==> src/sv/scct_pkg.sv <==
`timescale 1ns / 1ps
// shared types and constants for the swept circle collision test
package scct_pkg;

  // datapath coordinate width and radius width
  localparam int DW    = 16;
  localparam int RW    = 15;
  localparam int STW   = 16;            // step time, q0.16
  localparam int DIFW  = DW + 1;        // relative position / velocity
  localparam int PRW   = 2 * DIFW;      // signed 17x17 products
  localparam int SW    = PRW + 2;       // sums of products
  localparam int MW    = 2 * DW + 1;    // magnitudes of p, -a and v
  localparam int LOW   = 17;            // low slice for split multiplies
  localparam int HIW   = MW - LOW;      // high slice
  localparam int SNW   = STW + MW;      // s*n and s*v
  localparam int NNW   = 2 * MW;        // n*n and p*v
  localparam int SUMW  = 2 * STW + MW + 2;  // s*s*v + p*2^32
  localparam int RSH   = STW + 1;       // s*n*2^17

  typedef enum logic [2:0] {
    OUT_OFFSCREEN  = 3'd0,
    OUT_OVERLAP    = 3'd1,
    OUT_SEPARATE   = 3'd2,
    OUT_CLEAR      = 3'd3,
    OUT_DISC_HIT   = 3'd4,
    OUT_DISC_MISS  = 3'd5
  } outcome_e;

  typedef struct packed {
    logic signed [DW-1:0] p1x;
    logic signed [DW-1:0] p1y;
    logic signed [DW-1:0] v1x;
    logic signed [DW-1:0] v1y;
    logic [RW-1:0]        r1;
    logic signed [DW-1:0] p2x;
    logic signed [DW-1:0] p2y;
    logic signed [DW-1:0] v2x;
    logic signed [DW-1:0] v2y;
    logic [RW-1:0]        r2;
  } pair_t;

  // early decision plus the magnitudes for the quadratic tests
  typedef struct packed {
    logic          done;
    outcome_e      code;
    logic [MW-1:0] n;
    logic [MW-1:0] up;
    logic [MW-1:0] uv;
  } quad_t;

  // everything the final decision needs
  typedef struct packed {
    logic            done;
    outcome_e        code;
    logic            c1;
    logic            disc;
    logic [SUMW-1:0] lhs;
    logic [SNW-1:0]  sn;
  } cmp_t;

endpackage

==> src/sv/scct_decide.sv <==
`timescale 1ns / 1ps
// final stage: closest-approach test and the output register
module scct_decide import scct_pkg::*; (
  input  logic     clk_i,
  input  logic     en_i,
  input  cmp_t     cmp_i,
  output logic     hit_o,
  output outcome_e outcome_o
);

  logic     c2;
  outcome_e code;
  logic     hit_q;
  outcome_e outcome_q;

  always_comb begin
    c2 = cmp_i.lhs >= SUMW'({cmp_i.sn, {RSH{1'b0}}});
    if (cmp_i.done) begin
      code = cmp_i.code;
    end else if (cmp_i.c1 && c2) begin
      code = OUT_CLEAR;
    end else if (cmp_i.disc) begin
      code = OUT_DISC_HIT;
    end else begin
      code = OUT_DISC_MISS;
    end
  end

  always_ff @(posedge clk_i) begin
    if (en_i) begin
      outcome_q <= code;
      hit_q     <= (code == OUT_OVERLAP) || (code == OUT_DISC_HIT);
    end
  end

  assign hit_o     = hit_q;
  assign outcome_o = outcome_q;

endmodule

==> config.mk <==
export PLATFORM = sky130hd
export DESIGN_NAME = scct_decide
export DESIGN_NICKNAME = d
export VERILOG_FILES = /design/src/sv/scct_pkg.sv /design/src/sv/scct_decide.sv
export SDC_FILE = /design/constraint.sdc
export NUM_CORES = 1
export LEC_CHECK = 0
export BUFFER_PORTS_ARGS = -buffer_cell sky130_fd_sc_hd__buf_2
export CELL_PAD_IN_SITES_DETAIL_PLACEMENT = 1
export CELL_PAD_IN_SITES_GLOBAL_PLACEMENT = 1
export CORE_AREA = 2 2 80 82
export DETAILED_ROUTE_END_ITERATION = 12
export DIE_AREA = 0 0 82 84
export HOLD_SLACK_MARGIN = 0.02
export PLACE_DENSITY = 0.85
export SLEW_MARGIN = 5
export SYNTH_ARGS = -nofsm -noshare
export SYNTH_HDL_FRONTEND = slang
export SYNTH_SLANG_ARGS = --single-unit
==> constraint.sdc <==
create_clock -name clk_i -period 3.4 [get_ports clk_i]
set_input_delay 0.85 -clock clk_i [delete_from_list [all_inputs] [get_ports clk_i]]
set_output_delay 0.85 -clock clk_i [all_outputs]
set_load 0.01 [all_outputs]
Word level (Yosys, flattened, before mapping):

Cells that the tools add are included.
W data, S select, Z words.

* order comparisons: 1
* reduce and logical (&&, ||, !) cells: 2
* multiplexer cells: 3
* equal/unequal tests: 2

Operator list (number)
* $ge A67 B66 Y1: 1
* $mux W3: 2
* $eq A3 B1 Y1 const B: 1
* $eq A3 B3 Y1 const B: 1
* $logic_and A1 B1 Y1: 1
* $logic_or A1 B1 Y1: 1
* $mux W1: 1

* logic and storage cells: 10
* output and inout port bits: 4
* flip-flop bits (word level): 4
* bits of input ports: 124

Depth between registers and ports, before layout:

* word-level depth: 6
* gate-level depth with buffers: 8
* depth with buffers taken out: 8

Worst setup path before layout:

Ideal clock, no wire load.

* kind: input to register
* from: input cmp_i[43] in the netlist's numbering
* to: register outcome_q[0] (netlist: outcome_o[0]), data pin
* arrival time: 2.366 ns
* path slack: 0.762 ns
* path buffers: 0
* cell stages on the path: 7
* required time: 3.128 ns
* setup time: 0.272 ns
* cell sequence: inv_1 ha_1 a211oi_2 nor2_1 or4_4 a221oi_4 a32oi_1

* word-level cells in the longest chain between the ends: 4

RTL lines
* start: declaration: RTL line scct_decide.sv:6 `input cmp_t cmp_i,`
* $ge A67 B66 Y1: RTL line scct_decide.sv:17 `c2 = cmp_i.lhs >= SUMW'({cmp_i.sn, {RSH{1'b0}}});`
* $logic_and A1 B1 Y1: RTL line scct_decide.sv:20 `end else if (cmp_i.c1 && c2) begin`
* $mux W3: RTL line scct_decide.sv:20
* $mux W3: RTL line scct_decide.sv:18 `if (cmp_i.done) begin`
* named net code[0]: RTL line scct_decide.sv:12 `outcome_e code;`
* end signal: assignment: RTL line scct_decide.sv:31 `outcome_q <= code;`
* end: declaration: RTL line scct_decide.sv:14 `outcome_e outcome_q;`

The timed path passes the listed nets, and every way through them passes these cells.
A chain may end at the register's enable or synchronous reset.

Worst setup path after layout:

* from: input cmp_i[1] in the netlist's numbering
* to: register hit_q (netlist: hit_o), data pin

* word-level cells in the longest chain between the ends: 6
* elaborated cells on any way between the ends: 7
* those cells by class: 1 x order compare; 2 x eq/ne; 2 x mux; 2 x reduce/logical

RTL lines
* $ge A67 B66 Y1 (*): RTL line scct_decide.sv:17
* $logic_and A1 B1 Y1 (*): RTL line scct_decide.sv:20
* $mux W3 (*): RTL line scct_decide.sv:20
* $mux W3 (*): RTL line scct_decide.sv:18
* $eq A3 B1 Y1 / $eq A3 B3 Y1 (equally long branches): RTL line scct_decide.sv:32 `hit_q <= (code == OUT_OVERLAP) || (code == OUT_DISC_HIT);`
* $logic_or A1 B1 Y1 (*): RTL line scct_decide.sv:32
* end signal: assignment: RTL line scct_decide.sv:32
* end: declaration: RTL line scct_decide.sv:13 `logic hit_q;`

Every way passes the cells marked *; elsewhere a longest branch is shown, timed or not.

==> flow_summary.toml <==
[synth]
synthTopCellsByArea = "ha_1, inv_1, edfxtp_1"
synth_top_cell_by_area = "ha_1"
ys_types = 32
syn_nets = 365
ys_seq_area_share_pct = 8.11
synthAdderAreaFrac_pct = 41.4
synthMuxAreaShare_pct = 0
synth_compound_gate_area_share_pct = 20.1
synth_warnings = 0
synth_top_family_by_area = "adder cells"
syn_area_sq_um = 1480
syn_avg_cell_area_sq_um = 7.72
yosys.area_share.simple_pct = 16.6
ys_ff_latch = 4
netlist.area_leader.share_pct = 41.4
synth-xor-area-share_pct = 0.591
synth_cells = 192

[floorplanning]
fp.dieH_microns = 84
rows = 29
die_area_sq_um = 6890
io_pins = 128
core_area_sq_um = 6100
initial_core_util_pct = 24.3
die_w_microns = 82

[finish]
diodes = 0
drive_above_1_share_pct = 41.9
num-nets-final = 497
layout_commonest_cell = "buf_2"
layout.cells.non_filler = 399
area_growth_pct = 52.2
fin_util_pct = 37.0
final_cell_mix = "buf_2, inv_1, ha_1"

[sta]
min_period_over_period_pct = 79.2
setup_viol = 0
drv_slew = 0
fmax_mhz = 371
finalSetupTns_ns = 0
hold_viol_final = 0
worst_pin_slew_ns = 0.569
rsz0062_at_grt = "false"
slew_headroom_pct = 61.7
timing.hold.ws_ns = 0.897
fin_crit_ns = 2.69

[critical_path]
critPathKind = "primary input to flip-flop"
worstPathArrival_ns = 2.66
worstSetupEndpointType = "flip-flop"
cp.required_ns = 3.36
cp_max_fo = 4
startpoint_type = "primary input"

[pwr]
p_leak_nw = 1.38
pwr_density_cell_nw_per_um2 = 170
peakVddDrop_v = 0.000100

[clock_tree]
cts_tree = "yes"
root_buffer = "clkbuf_8"
cts_setup_buffers = 0
cts_hold_buf = 0
cts_resized = 0
h-tree-depth = 1
cts.path.max_buffers = 2
cts.sinks = 4
numCtsBuffers = 3
clk_pin_slew_ns = 0.03

[global_route]
antenna_found_initial = 0
grt_usage_pct = 14.2
grt_pass1_vias = 1966
grt_overflow = 0
grt_max_degree = 6
grt_pass1_wl_microns = 7780

[detailed_routing]
dr_total_vias = 1849
drt-pass1-iter-count = 4
drtIter0Drc = 35
drc_errors = 0
finalWirelength_microns = 4970
viasPerCell = 4.63
antenna_left = 0
wire_per_inst_microns = 12.5

[outcome]
status = "finished, final reports clean"

[job]
drv_cap = 0

[placement]
place_congestion = 0.732
dp_cells = 396
port_buffers = 127
hpwl_microns = 4800

[hold_path]
whs_path_depth = 1
hp-start = "en_i"
hold_class = "primary input to flip-flop"
hold_end = "outcome_o[0]$_DFFE_PP_"
-- final cells by class --
type,count,area (sq um)
inverters,52,195
well taps,77,96.3
multi-input cells,136,1170
flip-flops and latches,4,120
clock buffers,3,41.3
fillers,810,3840
repair buffers,127,636
-- synthesized netlist by cell type --
master and instances:
nor2b_1 4, o2111ai_1 1, nor3_1 1, nor2_1 4, a311oi_1 1, or4_4 1, xor2_1 1, a21boi_0 1
a32o_2 1, a211oi_2 1, nand2_1 9, a221oi_4 1, a211o_1 1, nor4b_2 1, nand4_1 8, a22o_1 1
a21o_1 3, inv_1 52, nand3_1 3, a22oi_1 1, a2bb2oi_1 1, o21ai_0 10, nor4_1 4, nand3b_1 1
nor4b_1 1, a211oi_1 1, ha_1 49, and4_1 3, a32oi_1 1, edfxtp_1 4, nand4b_1 1, a21oi_1 20
-- critical path, cell delays in order --
cell and delay, ns:
buf_2 0.09, inv_1 0.04, ha_1 0.28, nor4b_2 0.19, nand4_1 0.11, nand3b_1 0.18
a311oi_1 0.32, o2111ai_1 0.27, a32o_2 0.34
-- per-stage QoR --
| stage | worst slack, ns | cell area, sq um | power (mW) |
|---|---|---|---|
| 2_1_floorplan | 0.762 | 1480 | 0.176 |
| 3_3_place_gp | 0.470 | 2210 | 0.276 |
| 3_5_place_dp | 0.453 | 2210 | 0.288 |
| 4_1_cts | 0.664 | 2250 | 0.390 |
| 5_1_grt | 0.547 | 2250 | 0.424 |
| 6_report | 0.706 | 2250 | 0.383 |
-- logic make-up after synthesis --
group           after synthesis
simple gates                 41
buf+inv                      52
flops                         4
fa+ha+maj                    49
compound gates               45
xor+xnor                      1
-- state kept, by name, indices dropped and copies added, names as in the netlist --
name,cells
outcome_o,3
hit_o,1
-- power by group --
part	switching, mW	total (mW)	internal (mW)
registers	0.00117	0.0624	0.0612
clock network	0.0240	0.0995	0.0754
logic	0.103	0.221	0.118
-- worst max path at each step --
stage          startpoint  slack, ns  cells past startpoint                     end
2_1_floorplan   cmp_i[43]       0.76                      7  outcome_o[0]$_DFFE_PP_
3_3_place_gp    cmp_i[33]       0.47                      9         hit_o$_DFFE_PP_
3_5_place_dp    cmp_i[33]       0.45                      9         hit_o$_DFFE_PP_
4_1_cts          cmp_i[1]       0.66                      9         hit_o$_DFFE_PP_
5_1_grt         cmp_i[32]       0.55                      9         hit_o$_DFFE_PP_
6_report         cmp_i[1]       0.71                      9         hit_o$_DFFE_PP_
-- layer usage --
| layer | wire length [microns] | vias up | GRT usage [%] |
|---|---|---|---|
| met4 | 15 | 0 | 3.18 |
| met5 | 0 | - | 0 |
| met3 | 497 | 2 | 2.81 |
| li1 | - | 944 | - |
| met1 | 1790 | 813 | 14.5 |
| met2 | 2670 | 90 | 28.2 |
Power figures use the tool's default switching activity.
